===== src/rtl/lsp_pkg.sv =====
// ----------------------------------------------------------------------------
// lsp_pkg: shared types and helpers for the speed-profile interpolator
// Item layouts, status codes, controller/datapath interface and rounding.
// ----------------------------------------------------------------------------
`default_nettype none

package lsp_pkg;

  localparam int MAX_POINTS = 8;
  localparam int IDX_W      = (MAX_POINTS > 1) ? $clog2(MAX_POINTS) : 1;
  localparam int CNT_W      = $clog2(MAX_POINTS + 1);
  localparam int ACC_W      = 32 + $clog2(MAX_POINTS) + 1;
  localparam int PC_W       = 4;
  localparam logic [PC_W-1:0] PC_RESET = 4'd4;

  localparam logic       CMD_LOAD = 1'b0;
  localparam logic       CMD_EVAL = 1'b1;

  localparam logic [1:0] ST_OK    = 2'd0;
  localparam logic [1:0] ST_EQUAL = 2'd1;
  localparam logic [1:0] ST_SAT   = 2'd2;

  typedef struct packed {
    logic              cmd;
    logic [2:0]        point_index;
    logic signed [31:0] node_time;
    logic signed [31:0] node_turn_rate;
    logic signed [31:0] node_speed;
    logic signed [31:0] eval_time;
  } in_item_t;

  typedef struct packed {
    logic signed [31:0] lin_speed;
    logic signed [31:0] turn_rate;
    logic [1:0]         status;
  } out_item_t;

  typedef enum logic [3:0] {
    OP_NONE,
    OP_START,
    OP_LOAD_XI,
    OP_BASIS_INIT,
    OP_DIV_START,
    OP_MUL_F,
    OP_RND_B,
    OP_MUL_W,
    OP_RND_W,
    OP_MUL_V,
    OP_RND_V,
    OP_PUSH,
    OP_PUSH_ERR
  } dp_op_e;

  typedef struct packed {
    dp_op_e           op;
    logic [IDX_W-1:0] i;
    logic [IDX_W-1:0] j;
  } dp_cmd_t;

  typedef struct packed {
    logic eq;
    logic div_done;
    logic out_free;
  } dp_stat_t;

  // p / 2^16, rounded half away from zero, saturated; returns {sat, value}
  function automatic logic [32:0] qround(input logic signed [63:0] p);
    logic [63:0] m;
    logic [47:0] r;
    logic [32:0] res;
    m = p[63] ? (64'd0 - 64'(p)) : 64'(p);
    r = 48'((m + 64'h8000) >> 16);
    if (p[63]) begin
      if (r > 48'h8000_0000) res = {1'b1, 32'h8000_0000};
      else                    res = {1'b0, 32'(48'd0 - r)};
    end else begin
      if (r > 48'h7FFF_FFFF) res = {1'b1, 32'h7FFF_FFFF};
      else                    res = {1'b0, r[31:0]};
    end
    return res;
  endfunction

  function automatic logic [32:0] sat_acc(input logic signed [ACC_W-1:0] a);
    logic [32:0] res;
    if (a > ACC_W'(signed'(33'sh0_7FFF_FFFF)))       res = {1'b1, 32'h7FFF_FFFF};
    else if (a < ACC_W'(signed'(33'sh1_8000_0000)))  res = {1'b1, 32'h8000_0000};
    else                                             res = {1'b0, a[31:0]};
    return res;
  endfunction

endpackage

`default_nettype wire


===== src/rtl/lsp_ctrl.sv =====
// ----------------------------------------------------------------------------
// lsp_ctrl: sequencer for waypoint checks, basis products and sums
// Holds point_count and walks the (i, j) loops, issuing datapath commands.
// ----------------------------------------------------------------------------
`default_nettype none

module lsp_ctrl (
  input  wire logic                       clk_i,
  input  wire logic                       rst_ni,
  input  wire logic                       in_valid_i,
  output logic                            in_ready_o,
  input  wire logic                       in_cmd_i,
  output logic                            ld_en_o,
  input  wire logic                       cfg_valid_i,
  input  wire logic [lsp_pkg::PC_W-1:0]   cfg_data_i,
  output lsp_pkg::dp_cmd_t                 cmd_o,
  input  wire lsp_pkg::dp_stat_t           stat_i
);
  import lsp_pkg::*;

  typedef enum logic [3:0] {
    S_IDLE, S_CHK_I, S_CHK_J, S_BAS_INIT, S_FAC, S_DIV, S_RND_F,
    S_MUL_W, S_RND_W, S_MUL_V, S_RND_V, S_PUSH, S_ERR
  } state_e;

  state_e           state_q, state_d;
  logic [CNT_W-1:0] k_q, k_d, i_q, i_d, j_q, j_d;
  logic [PC_W-1:0]  pc_q;
  logic [CNT_W-1:0] k_clamp;
  logic             acc;

  assign in_ready_o = state_q == S_IDLE;
  assign acc        = in_valid_i && in_ready_o;
  assign ld_en_o    = acc && (in_cmd_i == CMD_LOAD);

  always_comb begin
    if (pc_q == '0)                       k_clamp = CNT_W'(1);
    else if (32'(pc_q) > MAX_POINTS)      k_clamp = CNT_W'(MAX_POINTS);
    else                                  k_clamp = CNT_W'(pc_q);
  end

  always_comb begin
    state_d  = state_q;
    k_d      = k_q;
    i_d      = i_q;
    j_d      = j_q;
    cmd_o.op = OP_NONE;
    cmd_o.i  = i_q[IDX_W-1:0];
    cmd_o.j  = j_q[IDX_W-1:0];
    unique case (state_q)
      S_IDLE: if (acc && in_cmd_i == CMD_EVAL) begin
        cmd_o.op = OP_START;
        k_d      = k_clamp;
        i_d      = '0;
        state_d  = S_CHK_I;
      end
      S_CHK_I: begin
        if (i_q == k_q - CNT_W'(1)) begin
          i_d     = '0;
          state_d = S_BAS_INIT;
        end else begin
          cmd_o.op = OP_LOAD_XI;
          j_d      = i_q + CNT_W'(1);
          state_d  = S_CHK_J;
        end
      end
      S_CHK_J: begin
        if (stat_i.eq) begin
          state_d = S_ERR;
        end else if (j_q == k_q - CNT_W'(1)) begin
          i_d     = i_q + CNT_W'(1);
          state_d = S_CHK_I;
        end else begin
          j_d = j_q + CNT_W'(1);
        end
      end
      S_BAS_INIT: begin
        cmd_o.op = OP_BASIS_INIT;
        j_d      = '0;
        state_d  = S_FAC;
      end
      S_FAC: begin
        if (j_q == k_q) begin
          state_d = S_MUL_W;
        end else if (j_q == i_q) begin
          j_d = j_q + CNT_W'(1);
        end else begin
          cmd_o.op = OP_DIV_START;
          state_d  = S_DIV;
        end
      end
      S_DIV: if (stat_i.div_done) begin
        cmd_o.op = OP_MUL_F;
        state_d  = S_RND_F;
      end
      S_RND_F: begin
        cmd_o.op = OP_RND_B;
        j_d      = j_q + CNT_W'(1);
        state_d  = S_FAC;
      end
      S_MUL_W: begin
        cmd_o.op = OP_MUL_W;
        state_d  = S_RND_W;
      end
      S_RND_W: begin
        cmd_o.op = OP_RND_W;
        state_d  = S_MUL_V;
      end
      S_MUL_V: begin
        cmd_o.op = OP_MUL_V;
        state_d  = S_RND_V;
      end
      S_RND_V: begin
        cmd_o.op = OP_RND_V;
        i_d      = i_q + CNT_W'(1);
        state_d  = (i_q == k_q - CNT_W'(1)) ? S_PUSH : S_BAS_INIT;
      end
      S_PUSH: if (stat_i.out_free) begin
        cmd_o.op = OP_PUSH;
        state_d  = S_IDLE;
      end
      S_ERR: if (stat_i.out_free) begin
        cmd_o.op = OP_PUSH_ERR;
        state_d  = S_IDLE;
      end
      default: state_d = S_IDLE;
    endcase
  end

  always_ff @(posedge clk_i or negedge rst_ni) begin
    if (!rst_ni) begin
      state_q <= S_IDLE;
      k_q     <= '0;
      i_q     <= '0;
      j_q     <= '0;
      pc_q    <= PC_RESET;
    end else begin
      state_q <= state_d;
      k_q     <= k_d;
      i_q     <= i_d;
      j_q     <= j_d;
      if (cfg_valid_i) begin
        pc_q <= cfg_data_i;
      end
    end
  end

endmodule

`default_nettype wire


===== config.mk =====
export PLATFORM = sky130hd
export DESIGN_NAME = lsp_ctrl
export DESIGN_NICKNAME = d
export VERILOG_FILES = /design/src/rtl/lsp_pkg.sv /design/src/rtl/lsp_ctrl.sv
export SDC_FILE = /design/constraint.sdc
export NUM_CORES = 1
export LEC_CHECK = 0
export BUFFER_PORTS_ARGS = -buffer_cell sky130_fd_sc_hd__buf_2
export CORE_MARGIN = 2
export CORE_UTILIZATION = 52
export DETAILED_ROUTE_END_ITERATION = 10
export PLACE_DENSITY = 0.76
export SLEW_MARGIN = 15
export SYNTH_ARGS = -nofsm -noshare
export SYNTH_HDL_FRONTEND = slang
export SYNTH_SLANG_ARGS = --single-unit

===== constraint.sdc =====
create_clock -name clk_i -period 2.2 [get_ports clk_i]
set_input_delay 0.22 -clock clk_i [delete_from_list [all_inputs] [get_ports clk_i]]
set_output_delay 0.22 -clock clk_i [all_outputs]
set_load 0.01 [all_outputs]

==> results_tabular.tex <==
\begin{tabular}{lr}
\hline
Metric & Value \\
\hline
\multicolumn{2}{l}{\textbf{Setup path}} \\
Largest fanout of any net on the critical path & 2 \\
Launching element type of the critical path & register \\
CP required & 1980 ps \\
Type of the worst setup path & reg -> out \\
Signal arrival time at the worst endpoint & 1900 ps \\
Crit end category & primary output \\
\multicolumn{2}{l}{\textbf{Cells and area}} \\
Final-layout fill cell count & 272 \\
Post-layout util & 62.54\% \\
Share of final-layout standard cells stronger than drive strength 1 & 31.71\% \\
Ant. Diodes & 0 \\
Post-layout instance area & 0.001909 mm\^{}2 \\
Area Growth Syn to Fin & 14.39\% \\
Final-stage net count & 221 \\
\multicolumn{2}{l}{\textbf{STA}} \\
Max Fclk & 471.6 MHz \\
Setup TNS after final layout & 0 ps \\
Final Hold Vio Count & 0 \\
Final Max Slew Viols & 0 \\
Setup repair after global routing missed its margin & yes \\
Final worst path period share & 96.39\% \\
Maximum clock skew at final layout & 11.65 ps \\
Worst relative slew slack & 68.46\% \\
Total setup violations reported at the end of the flow & 0 \\
Pin slew with the least headroom to its limit & 473.1 ps \\
Post-route minimum period & 2121 ps \\
\multicolumn{2}{l}{\textbf{Die}} \\
Std-Cell Core Area & 0.003053 mm\^{}2 \\
Ports placed on the boundary & 24 \\
Total Die Area & 0.003679 mm\^{}2 \\
Number of placement rows & 20 \\
Die W & 60.66 um \\
Die height & 60.66 um \\
Initial Util & 54.67\% \\
\multicolumn{2}{l}{\textbf{Pwr}} \\
Static leakage & 0.0008326 uW \\
Power per cell area & 1479 mW/mm\^{}2 \\
Post-layout total power & 2823 uW \\
Worst vdd rail ir drop & 0.6794 mV \\
\multicolumn{2}{l}{\textbf{Synth}} \\
Post-synth net total & 198 \\
Synthesized flop and latch total & 20 \\
Number of warning messages in the yosys log & 0 \\
Most instantiated flip-flop cell in the synthesis netlist & sky130\_fd\_sc\_hd\_\_dfrtp\_1 \\
Post-synth EDFFs & 0 \\
Dominant cells by area after synthesis & sky130\_fd\_sc\_hd\_\_dfrtp\_1 (28\%), sky130\_fd\_sc\_hd\_\_xnor2\_1 (8.9\%), sky130\_fd\_sc\_hd\_\_mux2\_2 (4.7\%) \\
Seq/Total Area, Yosys & 30.06\% \\
Most common cell in the synthesized netlist & sky130\_fd\_sc\_hd\_\_dfrtp\_1 \\
Count of cell types in the netlist & 49 \\
Ranking of synthesized cells by instance count & sky130\_fd\_sc\_hd\_\_dfrtp\_1 (19), sky130\_fd\_sc\_hd\_\_nor2\_1 (17), sky130\_fd\_sc\_hd\_\_xnor2\_1 (17) \\
Post-synthesis average cell area & 9.121 um\^{}2 \\
Synth Instances & 183 \\
Post-synth design cell area & 0.001669 mm\^{}2 \\
Post-synthesis async set-or-reset flop share & 100.0\% \\
Dominant cell type by area after synthesis & sky130\_fd\_sc\_hd\_\_dfrtp\_1 \\
Area share of the largest cell type after synthesis & 28.49\% \\
\multicolumn{2}{l}{\textbf{Drt}} \\
Average wire length per cell after detail routing & 14.65 um \\
Routed wire length & 3.648 mm \\
Vias after detailed routing & 1417 \\
Drt first pass iters & 4 \\
Detailed Route Iter0 Violations & 56 \\
Mean number of vias per cell & 5.691 \\
Number of nets with antenna violations after detailed routing & 0 \\
Detailed-route DRC error count & 0 \\
\multicolumn{2}{l}{\textbf{Min path}} \\
Class of the worst hold path & in -> reg \\
\multicolumn{2}{l}{\textbf{Placed design}} \\
Number of buffers inserted by port buffering & 23 \\
Cell area after placement & 0.001783 mm\^{}2 \\
DP HPWL & 2.801 mm \\
Final weighted congestion in routability-driven placement & 0.8974 \\
\multicolumn{2}{l}{\textbf{CTS}} \\
Worst skew pair latency & 320 ps \\
CTS sink cnt & 20 \\
CTS root buf & sky130\_fd\_sc\_hd\_\_clkbuf\_4 \\
Maximum clock path buffer count & 2 \\
Register clock-pin slew on the reported worst setup and hold paths & 120 ps \\
Inserted Clock Buffers & 3 \\
Maximum level of the CTS H-tree & 1 \\
TritonCTS clock tree & done \\
\multicolumn{2}{l}{\textbf{GRT}} \\
Maximum number of pins on one net before global-route repair & 21 \\
First-pass GRT wire length & 6.210 mm \\
Number of antenna violations at the first check in global routing & 0 \\
Vias in the first global route & 1310 \\
Overall Global Routing Usage & 22.57\% \\
Final global-route overflow total & 0 \\
\multicolumn{2}{l}{\textbf{Status}} \\
Outcome & finished clean \\
\multicolumn{2}{l}{\textbf{Run}} \\
Maximum Capacitance Violations & 0 \\
\hline
\end{tabular}
==> kinds of logic after synthesis <==
| family | count (synthesis) | synth area share (%) |
|---|---|---|
| AO/OA/AOI/OAI | 38 | 15.29 |
| XOR/XNOR | 21 | 11.02 |
| adder cells (fa/ha/maj) | 3 | 2.249 |
| buffers and inverters | 25 | 10.34 |
| flip-flops | 20 | 30.06 |
| multiplexers | 14 | 10.35 |
| AND/OR/NAND/NOR | 62 | 20.69 |
==> routing by layer <==
| layer | wire length, um | GRT usage, % | vias to the layer above |
|---|---|---|---|
| li1 | - | - | 690 |
| met1 | 1600 | 28.70 | 671 |
| met2 | 1794 | 39.02 | 49 |
| met3 | 199 | 3.625 | 7 |
| met4 | 55 | 7.453 | 0 |
| met5 | 0 | 0 | - |
==> critical path, cell delays in order (launching register included) <==
cell and delay (ps):
sky130_fd_sc_hd__dfrtp_1 370, sky130_fd_sc_hd__inv_1 70, sky130_fd_sc_hd__ha_4 280, sky130_fd_sc_hd__xor2_1 150, sky130_fd_sc_hd__nand2_1 120, sky130_fd_sc_hd__o31ai_2 260, sky130_fd_sc_hd__buf_4 150, sky130_fd_sc_hd__nand2_1 40
sky130_fd_sc_hd__buf_2 140
==> area by class of cell <==
type                    instances  area, um^2  share of cell area, %
multi-input cells             138        1070                  56.03
flip-flops and latches         20       503.0                  26.34
repair buffers                 36       219.0                  11.47
well taps                      44       55.05                  2.883
clock buffers                   4       36.28                  1.900
inverters                       7       26.28                  1.376
==> state kept, by name, indices dropped and copies added (netlist names) <==
name,count
i_q,4
j_q,4
k_q,4
pc_q,4
state_q,4
==> metrics by stage <==
stage                     worst slack, ps  hold slack (ps)  std cells
final                               79.37            136.4        249
after floorplan                     2.142           -75.59        183
after global placement              113.4            190.8        244
after CTS                           6.890            134.0        249
after global routing               -54.64            120.7        249
after detailed placement            40.72            198.6        244
==> cells in the final DEF, fill, tap and decap left out, types with 3 or more instances in the layout <==
master,Yosys,final
sky130_fd_sc_hd__o22ai_1,6,6
sky130_fd_sc_hd__nor3_1,5,4
sky130_fd_sc_hd__a21oi_1,5,5
sky130_fd_sc_hd__clkbuf_4,0,3
sky130_fd_sc_hd__inv_1,7,6
sky130_fd_sc_hd__dfrtp_1,19,18
sky130_fd_sc_hd__buf_4,8,11
sky130_fd_sc_hd__nor2_1,17,17
sky130_fd_sc_hd__mux2_4,4,4
sky130_fd_sc_hd__nand3_1,6,6
sky130_fd_sc_hd__buf_2,0,23
sky130_fd_sc_hd__nand2_1,15,15
sky130_fd_sc_hd__mux2_1,3,3
sky130_fd_sc_hd__mux2_2,7,7
sky130_fd_sc_hd__o21ai_0,10,10
sky130_fd_sc_hd__xor2_1,4,4
sky130_fd_sc_hd__xnor2_1,17,14
==> power breakdown <==
part	internal [uW]	leakage (uW)	switching, uW
registers	475	0.000253	198
clock network	101	0.0000210	118
logic	958	0.000559	972
==> final timing paths <==
path | slack (ps) | startpoint | endpoint | depth (start not counted)
worst max-delay path | 80 | k_q[0] | cmd_o[7] | 8
worst min-delay path | 140 | cfg_data_i[3] | pc_q[3] | 2
worst max register to register | 140 | k_q[0] | j_q[2] | 8
worst min register to register | 510 | pc_q[3] | k_q[0] | 1
max in group asynchronous | 1470 | rst_ni | pc_q[2] | 2
min in group asynchronous | 380 | rst_ni | j_q[0] | 2
==> what timing repair did <==
item / 4_1_cts / 5_1_grt
setup endpoints to repair: 8 / 11
endpoints found under the hold margin: 19 / 0
pin swaps: 1 / 5
buffers inserted: 0 / 0
hold buffers: 1 / 0
resized for setup: 4 / 10
Power figures use the tool's default switching activity.
