<file path="src/rtl/lsp_pkg.sv">
// ----------------------------------------------------------------------------
// lsp_pkg: shared types and helpers for the speed-profile interpolator
// Item layouts, status codes, controller/datapath interface and rounding.
// ----------------------------------------------------------------------------
`default_nettype none

package lsp_pkg;

  localparam int MAX_POINTS = 8;
  localparam int IDX_W      = (MAX_POINTS > 1) ? $clog2(MAX_POINTS) : 1;
  localparam int CNT_W      = $clog2(MAX_POINTS + 1);
  localparam int ACC_W      = 32 + $clog2(MAX_POINTS) + 1;
  localparam int PC_W       = 4;
  localparam logic [PC_W-1:0] PC_RESET = 4'd4;

  localparam logic       CMD_LOAD = 1'b0;
  localparam logic       CMD_EVAL = 1'b1;

  localparam logic [1:0] ST_OK    = 2'd0;
  localparam logic [1:0] ST_EQUAL = 2'd1;
  localparam logic [1:0] ST_SAT   = 2'd2;

  typedef struct packed {
    logic              cmd;
    logic [2:0]        point_index;
    logic signed [31:0] node_time;
    logic signed [31:0] node_turn_rate;
    logic signed [31:0] node_speed;
    logic signed [31:0] eval_time;
  } in_item_t;

  typedef struct packed {
    logic signed [31:0] lin_speed;
    logic signed [31:0] turn_rate;
    logic [1:0]         status;
  } out_item_t;

  typedef enum logic [3:0] {
    OP_NONE,
    OP_START,
    OP_LOAD_XI,
    OP_BASIS_INIT,
    OP_DIV_START,
    OP_MUL_F,
    OP_RND_B,
    OP_MUL_W,
    OP_RND_W,
    OP_MUL_V,
    OP_RND_V,
    OP_PUSH,
    OP_PUSH_ERR
  } dp_op_e;

  typedef struct packed {
    dp_op_e           op;
    logic [IDX_W-1:0] i;
    logic [IDX_W-1:0] j;
  } dp_cmd_t;

  typedef struct packed {
    logic eq;
    logic div_done;
    logic out_free;
  } dp_stat_t;

  // p / 2^16, rounded half away from zero, saturated; returns {sat, value}
  function automatic logic [32:0] qround(input logic signed [63:0] p);
    logic [63:0] m;
    logic [47:0] r;
    logic [32:0] res;
    m = p[63] ? (64'd0 - 64'(p)) : 64'(p);
    r = 48'((m + 64'h8000) >> 16);
    if (p[63]) begin
      if (r > 48'h8000_0000) res = {1'b1, 32'h8000_0000};
      else                    res = {1'b0, 32'(48'd0 - r)};
    end else begin
      if (r > 48'h7FFF_FFFF) res = {1'b1, 32'h7FFF_FFFF};
      else                    res = {1'b0, r[31:0]};
    end
    return res;
  endfunction

  function automatic logic [32:0] sat_acc(input logic signed [ACC_W-1:0] a);
    logic [32:0] res;
    if (a > ACC_W'(signed'(33'sh0_7FFF_FFFF)))       res = {1'b1, 32'h7FFF_FFFF};
    else if (a < ACC_W'(signed'(33'sh1_8000_0000)))  res = {1'b1, 32'h8000_0000};
    else                                             res = {1'b0, a[31:0]};
    return res;
  endfunction

endpackage

`default_nettype wire

</file>
<file path="src/rtl/lsp_div.sv">
// ----------------------------------------------------------------------------
// lsp_div: basis-factor divider
// Restoring radix-2 divider for n * 2^16 / d, rounded, saturated to 32 bits.
// ----------------------------------------------------------------------------
`default_nettype none

module lsp_div (
  input  wire logic               clk_i,
  input  wire logic               rst_ni,
  input  wire logic               start_i,
  input  wire logic signed [32:0] n_i,
  input  wire logic signed [32:0] d_i,
  output logic                    done_o,
  output logic signed [31:0]      q_o,
  output logic                    ovf_o
);
  localparam int NUM_W = 50;
  localparam int DEN_W = 34;

  logic [NUM_W-1:0] num_q, num_d;
  logic [DEN_W-1:0] den_q, den_d;
  logic [DEN_W:0]   rem_q, rem_d;
  logic [NUM_W-1:0] quo_q, quo_d;
  logic [5:0]       cnt_q, cnt_d;
  logic             busy_q, busy_d;
  logic             neg_q, neg_d;
  logic             done_q, done_d;
  logic signed [31:0] res_q, res_d;
  logic             ovf_q, ovf_d;

  logic [32:0]    nm, dm;
  logic [DEN_W:0] rem_sh;
  logic           fits;

  always_comb begin
    nm     = n_i[32] ? (33'd0 - 33'(n_i)) : 33'(n_i);
    dm     = d_i[32] ? (33'd0 - 33'(d_i)) : 33'(d_i);
    rem_sh = {rem_q[DEN_W-1:0], num_q[NUM_W-1]};
    fits   = rem_sh >= {1'b0, den_q};

    num_d  = num_q;
    den_d  = den_q;
    rem_d  = rem_q;
    quo_d  = quo_q;
    cnt_d  = cnt_q;
    busy_d = busy_q;
    neg_d  = neg_q;
    done_d = 1'b0;
    res_d  = res_q;
    ovf_d  = ovf_q;

    if (start_i) begin
      num_d  = {nm, 17'd0} + NUM_W'(dm);
      den_d  = {dm, 1'b0};
      rem_d  = '0;
      quo_d  = '0;
      cnt_d  = 6'(NUM_W);
      busy_d = 1'b1;
      neg_d  = n_i[32] ^ d_i[32];
    end else if (busy_q) begin
      if (cnt_q == 6'd0) begin
        busy_d = 1'b0;
        done_d = 1'b1;
        if (neg_q) begin
          ovf_d = quo_q > NUM_W'(64'h8000_0000);
          res_d = ovf_d ? 32'sh8000_0000 : 32'(NUM_W'(0) - quo_q);
        end else begin
          ovf_d = quo_q > NUM_W'(64'h7FFF_FFFF);
          res_d = ovf_d ? 32'sh7FFF_FFFF : 32'(quo_q);
        end
      end else begin
        rem_d = fits ? (rem_sh - {1'b0, den_q}) : rem_sh;
        quo_d = {quo_q[NUM_W-2:0], fits};
        num_d = {num_q[NUM_W-2:0], 1'b0};
        cnt_d = cnt_q - 6'd1;
      end
    end
  end

  always_ff @(posedge clk_i or negedge rst_ni) begin
    if (!rst_ni) begin
      busy_q <= 1'b0;
      done_q <= 1'b0;
      cnt_q  <= '0;
    end else begin
      busy_q <= busy_d;
      done_q <= done_d;
      cnt_q  <= cnt_d;
    end
  end

  always_ff @(posedge clk_i) begin
    num_q <= num_d;
    den_q <= den_d;
    rem_q <= rem_d;
    quo_q <= quo_d;
    neg_q <= neg_d;
    res_q <= res_d;
    ovf_q <= ovf_d;
  end

  assign done_o = done_q;
  assign q_o    = res_q;
  assign ovf_o  = ovf_q;

endmodule

`default_nettype wire

</file>
<file path="src/rtl/lsp_datapath.sv">
// ----------------------------------------------------------------------------
// lsp_datapath: waypoint stores, divider, multiplier, accumulators and output register
// Executes one controller command per cycle.
// ----------------------------------------------------------------------------
`default_nettype none

module lsp_datapath (
  input  wire logic             clk_i,
  input  wire logic             rst_ni,
  input  wire logic             ld_en_i,
  input  wire lsp_pkg::in_item_t in_item_i,
  input  wire lsp_pkg::dp_cmd_t  cmd_i,
  output lsp_pkg::dp_stat_t      stat_o,
  output logic                  out_valid_o,
  input  wire logic             out_ready_i,
  output lsp_pkg::out_item_t     out_item_o
);
  import lsp_pkg::*;

  logic signed [31:0] time_mem  [MAX_POINTS];
  logic signed [31:0] turn_mem  [MAX_POINTS];
  logic signed [31:0] speed_mem [MAX_POINTS];

  logic signed [31:0] t_q, xi_q, basis_q;
  logic signed [63:0] prod_q;
  logic signed [ACC_W-1:0] acc_w_q, acc_v_q;
  logic               flag_q;
  logic               out_valid_q;
  out_item_t          out_q;

  logic [IDX_W-1:0]   taddr;
  logic signed [31:0] trd;
  logic signed [31:0] mul_b;
  logic [32:0]        rnd, sat_w, sat_v;
  logic               div_done, div_ovf;
  logic signed [31:0] div_q;
  logic               div_start;
  logic signed [32:0] div_n, div_d;

  assign taddr = (cmd_i.op == OP_LOAD_XI || cmd_i.op == OP_BASIS_INIT) ? cmd_i.i : cmd_i.j;
  assign trd   = time_mem[taddr];

  assign div_start = cmd_i.op == OP_DIV_START;
  assign div_n     = 33'(t_q) - 33'(trd);
  assign div_d     = 33'(xi_q) - 33'(trd);

  lsp_div u_div (
    .clk_i   (clk_i),
    .rst_ni  (rst_ni),
    .start_i (div_start),
    .n_i     (div_n),
    .d_i     (div_d),
    .done_o  (div_done),
    .q_o     (div_q),
    .ovf_o   (div_ovf)
  );

  always_comb begin
    unique case (cmd_i.op)
      OP_MUL_W: mul_b = turn_mem[cmd_i.i];
      OP_MUL_V: mul_b = speed_mem[cmd_i.i];
      default:  mul_b = div_q;
    endcase
  end

  assign rnd   = qround(prod_q);
  assign sat_w = sat_acc(acc_w_q);
  assign sat_v = sat_acc(acc_v_q);

  assign stat_o.eq       = xi_q == trd;
  assign stat_o.div_done = div_done;
  assign stat_o.out_free = !out_valid_q || out_ready_i;

  always_ff @(posedge clk_i) begin
    if (ld_en_i && (32'(in_item_i.point_index) < MAX_POINTS)) begin
      time_mem[IDX_W'(in_item_i.point_index)]  <= in_item_i.node_time;
      turn_mem[IDX_W'(in_item_i.point_index)]  <= in_item_i.node_turn_rate;
      speed_mem[IDX_W'(in_item_i.point_index)] <= in_item_i.node_speed;
    end
  end

  always_ff @(posedge clk_i) begin
    unique case (cmd_i.op)
      OP_START: begin
        t_q     <= in_item_i.eval_time;
        acc_w_q <= '0;
        acc_v_q <= '0;
        flag_q  <= 1'b0;
      end
      OP_LOAD_XI: xi_q <= trd;
      OP_BASIS_INIT: begin
        xi_q    <= trd;
        basis_q <= 32'sh0001_0000;
      end
      OP_MUL_F: begin
        prod_q <= basis_q * mul_b;
        flag_q <= flag_q | div_ovf;
      end
      OP_MUL_W, OP_MUL_V: prod_q <= basis_q * mul_b;
      OP_RND_B: begin
        basis_q <= rnd[31:0];
        flag_q  <= flag_q | rnd[32];
      end
      OP_RND_W: begin
        acc_w_q <= acc_w_q + ACC_W'(signed'(rnd[31:0]));
        flag_q  <= flag_q | rnd[32];
      end
      OP_RND_V: begin
        acc_v_q <= acc_v_q + ACC_W'(signed'(rnd[31:0]));
        flag_q  <= flag_q | rnd[32];
      end
      OP_PUSH: begin
        out_q.lin_speed <= sat_v[31:0];
        out_q.turn_rate <= sat_w[31:0];
        out_q.status    <= (flag_q || sat_v[32] || sat_w[32]) ? ST_SAT : ST_OK;
      end
      OP_PUSH_ERR: begin
        out_q.lin_speed <= '0;
        out_q.turn_rate <= '0;
        out_q.status    <= ST_EQUAL;
      end
      default: ;
    endcase
  end

  always_ff @(posedge clk_i or negedge rst_ni) begin
    if (!rst_ni) begin
      out_valid_q <= 1'b0;
    end else if (cmd_i.op == OP_PUSH || cmd_i.op == OP_PUSH_ERR) begin
      out_valid_q <= 1'b1;
    end else if (out_ready_i) begin
      out_valid_q <= 1'b0;
    end
  end

  assign out_valid_o = out_valid_q;
  assign out_item_o  = out_q;

endmodule

`default_nettype wire

</file>
<file path="config.mk">
export PLATFORM = sky130hd
export DESIGN_NAME = lsp_datapath
export DESIGN_NICKNAME = d
export VERILOG_FILES = /design/src/rtl/lsp_pkg.sv /design/src/rtl/lsp_div.sv /design/src/rtl/lsp_datapath.sv
export SDC_FILE = /design/constraint.sdc
export NUM_CORES = 2
export LEC_CHECK = 0
export BUFFER_PORTS_ARGS = -buffer_cell sky130_fd_sc_hd__buf_2
export CAP_MARGIN = 20
export CELL_PAD_IN_SITES_DETAIL_PLACEMENT = 0
export CELL_PAD_IN_SITES_GLOBAL_PLACEMENT = 2
export CORE_MARGIN = 2
export CORE_UTILIZATION = 45
export CTS_CLUSTER_SIZE = 12
export DETAILED_ROUTE_END_ITERATION = 16
export GPL_TIMING_DRIVEN = 0
export MAX_ROUTING_LAYER = met4
export PLACE_DENSITY_LB_ADDON = 0.3
export REMOVE_ABC_BUFFERS = 1
export SLEW_MARGIN = 25
export SYNTH_ARGS = -nofsm -noshare
export SYNTH_HDL_FRONTEND = slang
export SYNTH_HIERARCHICAL = 1
export SYNTH_SLANG_ARGS = --single-unit
</file>
<file path="constraint.sdc">
create_clock -name clk_i -period 13.2 [get_ports clk_i]
set_input_delay 2.64 -clock clk_i [delete_from_list [all_inputs] [get_ports clk_i]]
set_output_delay 2.64 -clock clk_i [all_outputs]
set_load 0.02 [all_outputs]
</file>
==> results.cfg <==
[final_layout]
fill_cells = 19092
nets = 10503
fin_area_um2 = 113000
fin_cells = 11982
multi_input_area_um2 = 56500
syn_to_final_growth_pct = 13.1
register_area_um2 = 37500
drive_gt1_share_pct = 12.0
layout_common_cells = inv_1, edfxtp_1, fa_1
final_common_cell = inv_1

[clock_network]
clockBufferDepth = 3
cts_root_buf = clkbuf_16
clkSinkCount = 1277
numCtsBuffers = 144
cts_tree = built
hold_buffers = 0
htreeDepth = 4
path_clk_slew_ns = 0.06
clock_latency_ns = 0.81

[logic_synthesis]
syn_inst = 8697
ys_seq_area_share_pct = 37.5
postSynthAreaPerCell_um2 = 11.5
synth_cell_types = 119
syn_area_um2 = 99800
yosys_warnings = 6
synth_edf_count = 1184
synth_top_area_share_pct = 35.6
async_reset_ff_share_pct = 0.705
yosys.area.top_type = edfxtp_1
synth_flop_cell = edfxtp_1
ys_ff_latch = 1277
synth.area.top_cells = edfxtp_1, fa_1, inv_1

[grt]
grt_pass1_vias = 68805
grt_max_degree = 72
grt_pass1_wl_um = 409000
antenna_found_initial = 28
grt_overflow_total = 0
global_route.usage.total_pct = 24.2

[worst_setup_path]
cpPeakStageDelay_ns = 0.58
start_kind = input port
critPathMaxFanout = 29
setup.worst_path.end_class = register
slowest_stage = fa_1
arrival_ns = 13.22
crit_type = input port to register
cpMostUsedCell = fa_1
required_ns = 13.67

[sta]
max_clock_freq_mhz = 78.4
worst-slew-pin-transition_ns = 1.13
period_minus_slack_ns = 12.75
finalHoldViolCount = 0
finalCritPeriodShare_pct = 96.6
fin_skew_ns = 0.0806
max_slew_margin_pct = 23.9
slew_viol_final = 0
rsz0062_at_grt = no
setup-violations-final = 0
whs_ns = 0.486

[floorplanning]
die_h_um = 475
pin_count = 216
die_w_um = 475
num_rows = 172
dieArea_um2 = 226000
start_util_pct = 45.4
core-area_um2 = 220000

[routing]
vias_per_cell = 5.47
wl_met1_um = 116000
routed-wl-met3_um = 11700
drc_errors = 0
num_vias = 65525
dr.pass1.iters = 6
top_layer = met4
postRouteAntennaNets = 0
wl_per_cell_um = 21.7
met2RoutedLength_um = 128000
wl_um = 261000
first_iter_violations = 4021

[place]
place_area_um2 = 108000
port_buffers = 214
globalplace.congestion = 0.862
dpl.hpwl_um = 203000
dp_cells = 11693

[flow_run]
drv_cap = 0

[run_status]
status = completed

[worst_hold_path]
hold_class = register to register
==> per-layer routing <==
layer | up-vias | global-route usage (%)
met5 | - | -
met4 | 0 | 5.17
met1 | 33851 | 32.5
met2 | 1502 | 39.7
met3 | 332 | 2.64
li1 | 29840 | -
==> layout make-up <==
cell class                 count  share of cell area, %
antenna                       26                 0.0576
inverter                    1319                   4.39
tap                         2958                   3.28
clock buffer                 188                   3.43
sequential                  1277                   33.2
timing repair buffer         456                   5.00
clock inverter                60                  0.633
multi-input combinational   5698                   50.1
==> cells in the mapped netlist (41+ instances only) <==
cell type / n
inv_1: 1316
edfxtp_1: 1184
fa_1: 1088
nand2_1: 681
nor2b_1: 392
nor2_1: 386
ha_1: 373
clkbuf_1: 333
xnor2_1: 247
o21ai_0: 233
a21oi_1: 231
mux4_2: 192
and2_1: 188
nor3_1: 135
nand2b_1: 134
mux2i_1: 131
a21o_1: 119
xor2_1: 111
nand3_1: 96
o21a_1: 96
dfxtp_1: 84
a22o_1: 55
and3_1: 51
nand4_1: 44
or3_1: 44
o31ai_1: 43
buf_1: 41
==> state kept, by name, indices dropped and copies added (netlist names), 6 cells and up <==
| signal | count |
|---|---|
| u_div/q_o | 32 |
| u_div/den_q | 33 |
| u_div/quo_q | 50 |
| time_mem | 256 |
| t_q | 32 |
| speed_mem | 256 |
| u_div/rem_q | 34 |
| basis_q | 32 |
| u_div/cnt_q | 6 |
| xi_q | 32 |
| acc_w_q | 36 |
| u_div/num_q | 50 |
| out_item_o | 66 |
| turn_mem | 256 |
| prod_q | 64 |
| acc_v_q | 36 |
==> through the flow <==
stage	setup slack, ns	utilization [%]	setup TNS, ns
global route	0.00122	51.3	0
global placement	-15.33	46.8	-2407.91
CTS	0.0956	51.2	0
finish	0.449	51.3	0
floorplan	-5.10	-	-253.33
detailed placement	-1.31	49.1	-11.18
==> cells by family (layout without fill, tap and decap cells) <==
| logic type | count (synthesis) | after routing | synth area share (%) |
|---|---|---|---|
| flops | 1277 | 1277 | 37.5 |
| mux | 356 | 356 | 6.02 |
| xor+xnor | 361 | 361 | 3.19 |
| compound gates | 1151 | 1151 | 7.91 |
| buf+inv | 1723 | 2023 | 6.55 |
| simple gates | 2368 | 2369 | 12.3 |
| fa+ha+maj | 1461 | 1461 | 26.5 |
| other cells | 0 | 26 | 0 |
==> critical path, delay by kind of cell <==
family,cells,cell delay [ns]
adder cells (fa/ha/maj),9,4.33
AND/OR/NAND/NOR,9,1.83
AO/OA/AOI/OAI,9,2.79
XOR/XNOR,1,0.09
buffers and inverters,10,1.41
==> path summary, 6_finish.rpt <==
kind,startpoint,end,slack [ns],cells past startpoint
max,cmd_i[8],prod_q[63],0.45,38
min,u_div/quo_q[40],u_div/quo_q[41],0.49,1
max reg2reg,prod_q[10],acc_w_q[34],1.09,30
min reg2reg,u_div/quo_q[40],u_div/quo_q[41],0.49,1
max in group asynchronous,rst_ni,u_div/busy_q,11.22,1
min in group asynchronous,rst_ni,out_valid_o,1.72,1
==> timing repair <==
item                       in CTS  in global routing
gates cloned                    0                  1
setup endpoints to repair       6                 10
gates resized for setup         2                 10
buffers inserted                2                 12
pin swaps                       1                  2
Power is not shown: default switching activity piles up to over one toggle a cycle in this logic, so the estimate is an artifact.
